File: src/rtl/fmse_pkg.sv
`timescale 1ns / 1ps

package fmse_pkg;

   // Plain frame layout: head, destination, source, type, two old length bytes
   localparam int unsigned HDR_BYTES = 6;
   localparam int unsigned LEN_HI_POS = 4;
   localparam int unsigned XOR_END_POS = 4;

   // Top bits gathered per flag byte
   localparam logic [2:0] GROUP_LAST = 3'd6;

   // Divide by seven: q = (x * DIV7_MUL) >> DIV7_SHIFT, exact for x < 4096
   localparam logic [12:0] DIV7_MUL = 13'd4682;
   localparam int unsigned DIV7_SHIFT = 15;
   // Rounding bias for ceil((len + 2) / 7)
   localparam logic [11:0] LEN_BIAS = 12'd8;

   // Queue between front and back
   localparam int unsigned QUEUE_DEPTH = 4;
   localparam int unsigned QPTR_W = 2;
   localparam int unsigned QCNT_W = 3;

   // Bytes produced by one accepted input byte, sent in index order
   typedef struct packed {
      logic [1:0]      count;
      logic [2:0][7:0] bytes;
      logic            end_flag;
      logic            err;
   } entry_type;

endpackage

File: src/rtl/fmse_front.sv
`timescale 1ns / 1ps

module fmse_front #(
   parameter int MAX_PAYLOAD = 1024
) (
   input  logic                clock,
   input  logic                reset,
   input  logic                accept,
   input  logic [7:0]          in_byte,
   input  logic                frame_last,
   input  logic [10:0]         payload_len,
   output fmse_pkg::entry_type entry
);

   localparam int POS_W = $clog2(MAX_PAYLOAD + 8);
   localparam int CMP_W = (POS_W > 11) ? POS_W : 11;
   localparam logic [POS_W-1:0] POS_SAT = POS_W'(MAX_PAYLOAD + 7);
   localparam logic [POS_W-1:0] POS_HDR = POS_W'(fmse_pkg::HDR_BYTES);
   localparam logic [POS_W-1:0] POS_LEN_HI = POS_W'(fmse_pkg::LEN_HI_POS);
   localparam logic [POS_W-1:0] POS_XOR_END = POS_W'(fmse_pkg::XOR_END_POS);

   logic [POS_W-1:0] pos_ff, pos_in;
   logic [2:0]       fill_ff, fill_in;
   logic [6:0]       flags_ff, flags_in;
   logic [7:0]       xor_ff, xor_in;
   logic [10:0]      held_ff, held_in;
   logic [11:0]      coded_len_ff, coded_len_in;

   logic [11:0] len_plus;
   logic [24:0] div_prod;
   logic [8:0]  div_q;
   logic [7:0]  src;
   logic [6:0]  flags_or;
   logic [7:0]  xor_coded;
   logic [7:0]  xor_flag;
   logic        err;

   // Encoded length from the sampled count, registered before use
   assign len_plus = 12'(payload_len) + fmse_pkg::LEN_BIAS;
   assign div_prod = 25'(len_plus) * 25'(fmse_pkg::DIV7_MUL);
   assign div_q = div_prod[fmse_pkg::DIV7_SHIFT +: 9];

   // Select the byte to strip: length bytes or payload
   always_comb begin
      if (pos_ff < POS_HDR) begin
         if (pos_ff == POS_LEN_HI) begin
            src = {4'b0, coded_len_ff[11:8]};
         end else begin
            src = coded_len_ff[7:0];
         end
      end else begin
         src = in_byte;
      end
   end

   assign flags_or = flags_ff | (7'(src[7]) << fill_ff);
   assign xor_coded = xor_ff ^ {1'b0, src[6:0]};
   assign xor_flag = xor_ff ^ {1'b0, flags_ff};

   // Length check at the end byte
   always_comb begin
      if (pos_ff < POS_HDR) begin
         err = 1'b1;
      end else begin
         err = ((CMP_W'(pos_ff) - CMP_W'(POS_HDR)) != CMP_W'(held_ff))
            || (32'(held_ff) > MAX_PAYLOAD);
      end
   end

   // Classify the byte, build its output bytes and next frame state
   always_comb begin
      pos_in = pos_ff;
      fill_in = fill_ff;
      flags_in = flags_ff;
      xor_in = xor_ff;
      held_in = held_ff;
      coded_len_in = coded_len_ff;
      entry = '0;
      if (frame_last) begin
         entry.end_flag = 1'b1;
         entry.err = err;
         if (fill_ff != 3'd0) begin
            entry.count = 2'd3;
            entry.bytes[0] = {1'b0, flags_ff};
            entry.bytes[1] = xor_flag;
            entry.bytes[2] = in_byte;
         end else begin
            entry.count = 2'd2;
            entry.bytes[0] = xor_ff;
            entry.bytes[1] = in_byte;
         end
         pos_in = '0;
         fill_in = '0;
         flags_in = '0;
         xor_in = '0;
         held_in = '0;
      end else begin
         entry.count = 2'd1;
         if (pos_ff == '0) begin
            entry.bytes[0] = in_byte;
            held_in = payload_len;
            coded_len_in = 12'(payload_len) + 12'(div_q);
         end else if (pos_ff < POS_XOR_END) begin
            entry.bytes[0] = in_byte;
            xor_in = xor_ff ^ in_byte;
         end else begin
            entry.bytes[0] = {1'b0, src[6:0]};
            if (fill_ff == fmse_pkg::GROUP_LAST) begin
               // Group complete: flag byte follows at once
               entry.count = 2'd2;
               entry.bytes[1] = {1'b0, flags_or};
               xor_in = xor_coded ^ {1'b0, flags_or};
               fill_in = '0;
               flags_in = '0;
            end else begin
               xor_in = xor_coded;
               fill_in = fill_ff + 3'd1;
               flags_in = flags_or;
            end
         end
         if (pos_ff < POS_SAT) begin
            pos_in = pos_ff + 1'b1;
         end
      end
   end

   // Hold frame state, advance on each accepted transaction
   always_ff @(posedge clock) begin
      if (reset) begin
         pos_ff <= '0;
         fill_ff <= '0;
         flags_ff <= '0;
         xor_ff <= '0;
         held_ff <= '0;
         coded_len_ff <= '0;
      end else if (accept) begin
         pos_ff <= pos_in;
         fill_ff <= fill_in;
         flags_ff <= flags_in;
         xor_ff <= xor_in;
         held_ff <= held_in;
         coded_len_ff <= coded_len_in;
      end
   end

endmodule

File: src/rtl/fmse_queue.sv
`timescale 1ns / 1ps

module fmse_queue (
   input  logic                clock,
   input  logic                reset,
   input  logic                push,
   input  fmse_pkg::entry_type push_data,
   input  logic                pop,
   output fmse_pkg::entry_type head,
   output logic                not_empty,
   output logic                full
);

   fmse_pkg::entry_type slots_ff [fmse_pkg::QUEUE_DEPTH];
   logic [fmse_pkg::QPTR_W-1:0] wr_ptr_ff, rd_ptr_ff;
   logic [fmse_pkg::QCNT_W-1:0] count_ff;

   assign not_empty = (count_ff != '0);
   assign full = (count_ff == fmse_pkg::QCNT_W'(fmse_pkg::QUEUE_DEPTH));
   assign head = slots_ff[rd_ptr_ff];

   // Store pushed entries
   always_ff @(posedge clock) begin
      if (push) begin
         slots_ff[wr_ptr_ff] <= push_data;
      end
   end

   // Advance pointers and track occupancy
   always_ff @(posedge clock) begin
      if (reset) begin
         wr_ptr_ff <= '0;
         rd_ptr_ff <= '0;
         count_ff <= '0;
      end else begin
         if (push) begin
            wr_ptr_ff <= wr_ptr_ff + 1'b1;
         end
         if (pop) begin
            rd_ptr_ff <= rd_ptr_ff + 1'b1;
         end
         case ({push, pop})
            2'b10:   count_ff <= count_ff + 1'b1;
            2'b01:   count_ff <= count_ff - 1'b1;
            default: count_ff <= count_ff;
         endcase
      end
   end

   a_no_overflow: assert property (@(posedge clock) disable iff (reset)
      full |-> !push)
      else $error("queue push while full");

   a_no_underflow: assert property (@(posedge clock) disable iff (reset)
      pop |-> not_empty)
      else $error("queue pop while empty");

   a_ptr_track: assert property (@(posedge clock) disable iff (reset)
      (wr_ptr_ff - rd_ptr_ff) == fmse_pkg::QPTR_W'(count_ff))
      else $error("queue pointers disagree with count");

endmodule

File: src/rtl/fmse_back.sv
`timescale 1ns / 1ps

module fmse_back (
   input  logic                clock,
   input  logic                reset,
   input  fmse_pkg::entry_type head,
   input  logic                not_empty,
   output logic                pop,
   output logic                rsp_valid,
   input  logic                rsp_ready,
   output logic [7:0]          rsp_out_byte,
   output logic                rsp_run_last,
   output logic                rsp_frame_done,
   output logic                rsp_length_error
);

   logic [1:0] idx_ff, idx_in;
   logic       last_of;
   logic       fire;

   assign rsp_valid = not_empty;
   assign last_of = (idx_ff == (head.count - 2'd1));
   assign fire = rsp_valid && rsp_ready;
   assign pop = fire && last_of;

   // Present the current byte of the head entry
   assign rsp_out_byte = head.bytes[idx_ff];
   assign rsp_run_last = last_of;
   assign rsp_frame_done = head.end_flag && last_of;
   assign rsp_length_error = head.err && last_of;

   always_comb begin
      idx_in = idx_ff;
      if (fire) begin
         idx_in = last_of ? 2'd0 : (idx_ff + 2'd1);
      end
   end

   // Step through the bytes of the head entry
   always_ff @(posedge clock) begin
      if (reset) begin
         idx_ff <= '0;
      end else begin
         idx_ff <= idx_in;
      end
   end

   a_count_nonzero: assert property (@(posedge clock) disable iff (reset)
      not_empty |-> (head.count != 2'd0))
      else $error("queued entry holds no bytes");

   a_idx_in_range: assert property (@(posedge clock) disable iff (reset)
      not_empty |-> (idx_ff < head.count))
      else $error("byte index beyond entry");

   a_hold_stalled: assert property (@(posedge clock) disable iff (reset)
      (rsp_valid && !rsp_ready) |=> (rsp_valid && $stable(rsp_out_byte)))
      else $error("output transaction changed while stalled");

endmodule

File: src/rtl/frame_msb_strip_encoder.sv
`timescale 1ns / 1ps

// Frame encoder with top-bit stripping.
// Input channel (req_*): one plain frame byte per transaction, with
// req_frame_last on the end byte and req_payload_len sampled on the first
// byte of each frame. Output channel (rsp_*): encoded bytes; rsp_run_last
// marks the final byte caused by an input byte, rsp_frame_done the end byte,
// and rsp_length_error is valid on the end byte.
// Each input byte yields one, two or three output bytes. The front stage
// classifies the byte and updates the frame state in the accepting cycle;
// the bytes enter a four-entry queue, and rsp_* presents the head entry.
// The input takes one byte per cycle while the queue has room; output runs
// at one byte per cycle while the receiver is ready, so the sustained rate
// is set by the output side and by how many bytes each input byte yields.
// When the receiver stalls, the queue fills and req_ready drops.
// Reset clears the frame state and empties the queue; the next byte starts
// a new frame.

module frame_msb_strip_encoder #(
   parameter int MAX_PAYLOAD = 1024
) (
   input  logic        clock,
   input  logic        reset,
   input  logic        req_valid,
   output logic        req_ready,
   input  logic [7:0]  req_in_byte,
   input  logic        req_frame_last,
   input  logic [10:0] req_payload_len,
   output logic        rsp_valid,
   input  logic        rsp_ready,
   output logic [7:0]  rsp_out_byte,
   output logic        rsp_run_last,
   output logic        rsp_frame_done,
   output logic        rsp_length_error
);

   fmse_pkg::entry_type entry;
   fmse_pkg::entry_type head;
   logic                accept;
   logic                pop;
   logic                not_empty;
   logic                full;

   assign req_ready = !full;
   assign accept = req_valid && req_ready;

   fmse_front #(
      .MAX_PAYLOAD (MAX_PAYLOAD)
   ) u_front (
      .clock       (clock),
      .reset       (reset),
      .accept      (accept),
      .in_byte     (req_in_byte),
      .frame_last  (req_frame_last),
      .payload_len (req_payload_len),
      .entry       (entry)
   );

   fmse_queue u_queue (
      .clock     (clock),
      .reset     (reset),
      .push      (accept),
      .push_data (entry),
      .pop       (pop),
      .head      (head),
      .not_empty (not_empty),
      .full      (full)
   );

   fmse_back u_back (
      .clock            (clock),
      .reset            (reset),
      .head             (head),
      .not_empty        (not_empty),
      .pop              (pop),
      .rsp_valid        (rsp_valid),
      .rsp_ready        (rsp_ready),
      .rsp_out_byte     (rsp_out_byte),
      .rsp_run_last     (rsp_run_last),
      .rsp_frame_done   (rsp_frame_done),
      .rsp_length_error (rsp_length_error)
   );

endmodule
File: config.mk
export PLATFORM = sky130hd
export DESIGN_NAME = frame_msb_strip_encoder
export DESIGN_NICKNAME = d
export VERILOG_FILES = /design/src/rtl/fmse_pkg.sv /design/src/rtl/fmse_front.sv /design/src/rtl/fmse_queue.sv /design/src/rtl/fmse_back.sv /design/src/rtl/frame_msb_strip_encoder.sv
export SDC_FILE = /design/constraint.sdc
export NUM_CORES = 1
export LEC_CHECK = 0
export BUFFER_PORTS_ARGS = -buffer_cell sky130_fd_sc_hd__buf_2
export CAP_MARGIN = 20
export CORE_ASPECT_RATIO = 1.1
export CORE_UTILIZATION = 55
export CTS_BUF_LIST = sky130_fd_sc_hd__clkbuf_4 sky130_fd_sc_hd__clkbuf_8
export DETAILED_ROUTE_END_ITERATION = 16
export HOLD_SLACK_MARGIN = 0.06
export PLACE_DENSITY = 0.76
export SLEW_MARGIN = 20
export SYNTH_ARGS = -nofsm -noshare
export SYNTH_HDL_FRONTEND = slang
export SYNTH_HIERARCHICAL = 1
export SYNTH_SLANG_ARGS = --single-unit
File: constraint.sdc
create_clock -name clock -period 6.05 [get_ports clock]
set_input_delay 0.3025 -clock clock [delete_from_list [all_inputs] [get_ports clock]]
set_output_delay 0.3025 -clock clock [all_outputs]
set_load 0.05 [all_outputs]
==> flow_summary.ini <==
[die]
start_util_pct = 56.9
placeableCoreArea_um2 = 18700
placement_rows = 52
pin_count = 37
die_width_um = 135
die_area_um2 = 19900
dieHeight_um = 148

[global_routing]
overall_global_routing_resource_usage_pct = 22.9
initial_antenna_violation_count = 0
global_route.overflow_total = 0
grt_start_max_net_pins = 54
wire_length_of_the_first_global_routing_pass_mm = 35.2
first_global_vias = 7196

[synth]
synth_sequential_area_ratio_pct = 43.5
synth_seq_cells = 175
synth_cell_type_count = 72
synth_ff_type = sky130_fd_sc_hd__edfxtp_1
mapped_cells = 979
synth_warnings = 6
synth-async-reset-ratio_pct = 0
syn-num-nets = 1107
synth_enable_flop_cells = 112
synth_area_um2 = 10600
synth.avg_cell_area_um2 = 10.9

[min_path]
worstHoldPathType = in2reg

[clock_network]
clk_pin_slew_ns = 0.10
clock-sinks = 175
clk_lat_worst_skew_ns = 0.46
cts_htree_levels = 4
tritoncts = yes
cts_buffers = 17
cts_repair_resize_count = 0
clock-root-buffer = sky130_fd_sc_hd__clkbuf_8
post-cts-setup-buffer-count = 0
hold_buffers = 0
clock_path_buffers = 2

[critical_path]
master_of_the_slowest_instance_on_the_critical_path = sky130_fd_sc_hd__fa_1
path_max_fanout = 5
worst_r2r_endpoint = u_queue/slots_ff[3][2]
reg2reg_depth = 6
worstSetupPathType = in2reg
critical_path_source = req_payload_len[3]
endpoint_kind_of_the_worst_setup_timing_path = register
register_to_register_setup_slack_ns = 2.57
crit_path_arrival_time_ns = 5.89
timing.critical_path.slowest_cell_delay_ns = 0.53
ff_to_ff_start = u_front/pos_ff[5]
timing.critical_path.required_ns = 6.45
worstSetupStartpointType = input port
worstSetupEndpoint = u_front/coded_len_ff[9]
crit_top_cell = sky130_fd_sc_hd__ha_1

[route]
vias_per_cell = 5.96
drt.antenna.violating_nets = 0
dr.pass1.iters = 5
met2_wirelength_mm = 11.5
topRoutingLayerUsed = met4
wire_length_on_met3_um = 858
drt_wl_total_mm = 22.0
detail_route.wirelength.met1_mm = 9.06
drt_iter0_drc = 409
via_count = 7458
avgRoutedWirePerCell_um = 17.6
remaining_drc_errors = 0

[finish]
n_antenna_cell = 0
multi_input_area_um2 = 5500
layout_common_cells = sky130_fd_sc_hd__edfxtp_1, sky130_fd_sc_hd__nand2_1, sky130_fd_sc_hd__ha_1, sky130_fd_sc_hd__nor2_1, sky130_fd_sc_hd__inv_1
fillerInstances = 1535
fraction_of_final_layout_cells_sized_beyond_drive_strength_1_pct = 11.7
finalNonFillerCells = 1252
areaGrowthSynthToFinish_pct = 6.44
ff_latch_area_um2 = 4630
post-route-util_pct = 60.6
finalNetCount = 1124
layout.cells.most_common = sky130_fd_sc_hd__edfxtp_1

[sta]
setup_total_negative_slack_ns = 0
timing.fmax_mhz = 182
grt_setup_unrepaired = no
drv_slew = 0
hold_violations = 0
max_slew_margin_pct = 34.7
timing.final.setup_violations = 0
max_slew.worst_pin.slew_ns = 0.973
worst_setup_slack_final_ns = 0.568
period_needed_ns = 5.48
hold_ws_ns = 0.189
clock-skew-final_ns = 0.0154
finalCritPeriodShare_pct = 90.6

[pwr]
power_report.internal_total_mw = 2.17
worst_ir_drop_vdd_mv = 0.157
share_comb_of_total_power_pct = 36.3
clkPwrFrac_pct = 22.3
leakagePower_nw = 4.35
power.density_cell_area_nw_per_um2 = 302
power.switching_fraction_pct = 36.4
p_seq_share_pct = 41.5
power_switching_mw = 1.24

[run_status]
run_status = finished clean

[place]
placed_cells = 1220
globalplace.congestion = 0.874
place.port_buffers = 36
post_placement_setup_slack_ns = 0.145
dpl.hpwl_mm = 16.0

[job]
count_of_max_cap_constraint_violations = 0
## critical path: cells and delay by family
family / cells / cell delay (ns)
AND/OR/NAND/NOR: 6 / 0.90
buffers and inverters: 4 / 0.44
XOR/XNOR: 2 / 0.33
AO/OA/AOI/OAI: 7 / 1.51
adder cells (fa/ha/maj): 7 / 2.41
## layout make-up
type / count / area share, %
clock buffer: 17 / 2.07
multi-input combinational: 691 / 48.6
sequential: 175 / 40.9
inverter: 63 / 2.09
clock inverter: 15 / 1.25
tap: 243 / 2.69
timing repair buffer: 48 / 2.39
## state kept, by name (all words and copies together), names as in the netlist, named ones only
| signal | count |
|---|---|
| u_queue/rd_ptr_ff | 2 |
| u_back/idx_ff | 2 |
| u_front/xor_ff | 8 |
| u_front/fill_ff | 3 |
| u_queue/count_ff | 3 |
| u_front/flags_ff | 7 |
| u_queue/slots_ff | 112 |
| u_front/held_ff | 11 |
| u_front/pos_ff | 11 |
| u_queue/wr_ptr_ff | 2 |
| u_front/coded_len_ff | 12 |
## per-layer routing
metal	up-vias	GRT usage [%]
met4	0	9.49
met5	-	0
met3	40	3.19
met1	3606	26.5
met2	199	42.1
li1	3613	-
## power groups by stage
stage / logic, mW / clock network, mW / registers, mW
6_report: 1.24 / 0.759 / 1.41
5_1_grt: 1.38 / 0.820 / 1.42
4_1_cts: 1.24 / 0.779 / 1.42
3_5_place_dp: 1.23 / 0 / 1.44
3_3_place_gp: 1.21 / 0 / 1.44
2_1_floorplan: 0.977 / 0 / 1.42
## Yosys cell counts (5+ instances only)
master	number	share of area, %
sky130_fd_sc_hd__o21a_1	5	0.35
sky130_fd_sc_hd__nand2_1	88	3.1
sky130_fd_sc_hd__clkbuf_1	30	1.1
sky130_fd_sc_hd__nor4_1	6	0.35
sky130_fd_sc_hd__o21ai_0	53	2.5
sky130_fd_sc_hd__a211oi_1	12	0.85
sky130_fd_sc_hd__nor3b_1	8	0.57
sky130_fd_sc_hd__a22oi_1	12	0.85
sky130_fd_sc_hd__a31oi_1	13	0.77
sky130_fd_sc_hd__inv_1	63	2.2
sky130_fd_sc_hd__dfxtp_1	63	12
sky130_fd_sc_hd__nand4b_1	7	0.58
sky130_fd_sc_hd__and3_1	8	0.47
sky130_fd_sc_hd__ha_1	85	10
sky130_fd_sc_hd__nand3b_1	7	0.49
sky130_fd_sc_hd__xnor2_1	31	2.6
sky130_fd_sc_hd__nand4_1	7	0.41
sky130_fd_sc_hd__a21o_1	6	0.42
sky130_fd_sc_hd__or3_1	11	0.65
sky130_fd_sc_hd__nand3_1	16	0.75
sky130_fd_sc_hd__xor2_1	20	1.6
sky130_fd_sc_hd__fa_1	19	3.6
sky130_fd_sc_hd__and2_1	15	0.88
sky130_fd_sc_hd__mux2i_1	15	1.4
sky130_fd_sc_hd__edfxtp_1	112	32
sky130_fd_sc_hd__a21oi_1	52	2.4
sky130_fd_sc_hd__nand2b_1	7	0.41
sky130_fd_sc_hd__nor2_1	76	2.7
sky130_fd_sc_hd__nor3_1	14	0.66
sky130_fd_sc_hd__nor2b_1	7	0.41
sky130_fd_sc_hd__mux4_2	20	4.2
sky130_fd_sc_hd__mux4_1	8	2.0
sky130_fd_sc_hd__buf_2	10	0.47
## per-stage QoR
stage | instance area [um^2] | power, mW
after detailed placement | 10900 | 2.68
after floorplan | 10600 | 2.39
after global placement | 10900 | 2.65
after CTS | 11300 | 3.44
final | 11300 | 3.41
after global routing | 11300 | 3.63
## worst min-delay path by stage
| stage | from | slack [ns] | cells after the start | to |
|---|---|---|---|---|
| 3_5_place_dp | u_front/coded_len_ff[2] | 0.45 | 2 | u_front/coded_len_ff[2] |
| 3_3_place_gp | u_front/coded_len_ff[3] | 0.44 | 2 | u_front/coded_len_ff[3] |
| 5_1_grt | req_payload_len[3] | 0.18 | 3 | u_front/held_ff[3] |
| 6_report | req_payload_len[4] | 0.19 | 3 | u_front/held_ff[4] |
| 4_1_cts | req_payload_len[4] | 0.16 | 3 | u_front/held_ff[4] |
| 2_1_floorplan | reset | 0.37 | 1 | u_back/idx_ff[0] |
## logic make-up after synthesis
| kind of cell | after synthesis | synth area share (%) |
|---|---|---|
| AND/OR/NAND/NOR | 290 | 13.7 |
| adder cells (fa/ha/maj) | 104 | 13.6 |
| flip-flops | 175 | 43.5 |
| multiplexers | 44 | 7.76 |
| XOR/XNOR | 52 | 4.36 |
| buffers and inverters | 113 | 4.81 |
| AO/OA/AOI/OAI | 200 | 12.2 |
| other | 1 | 0.0353 |
(Power assumes the default switching activity.)
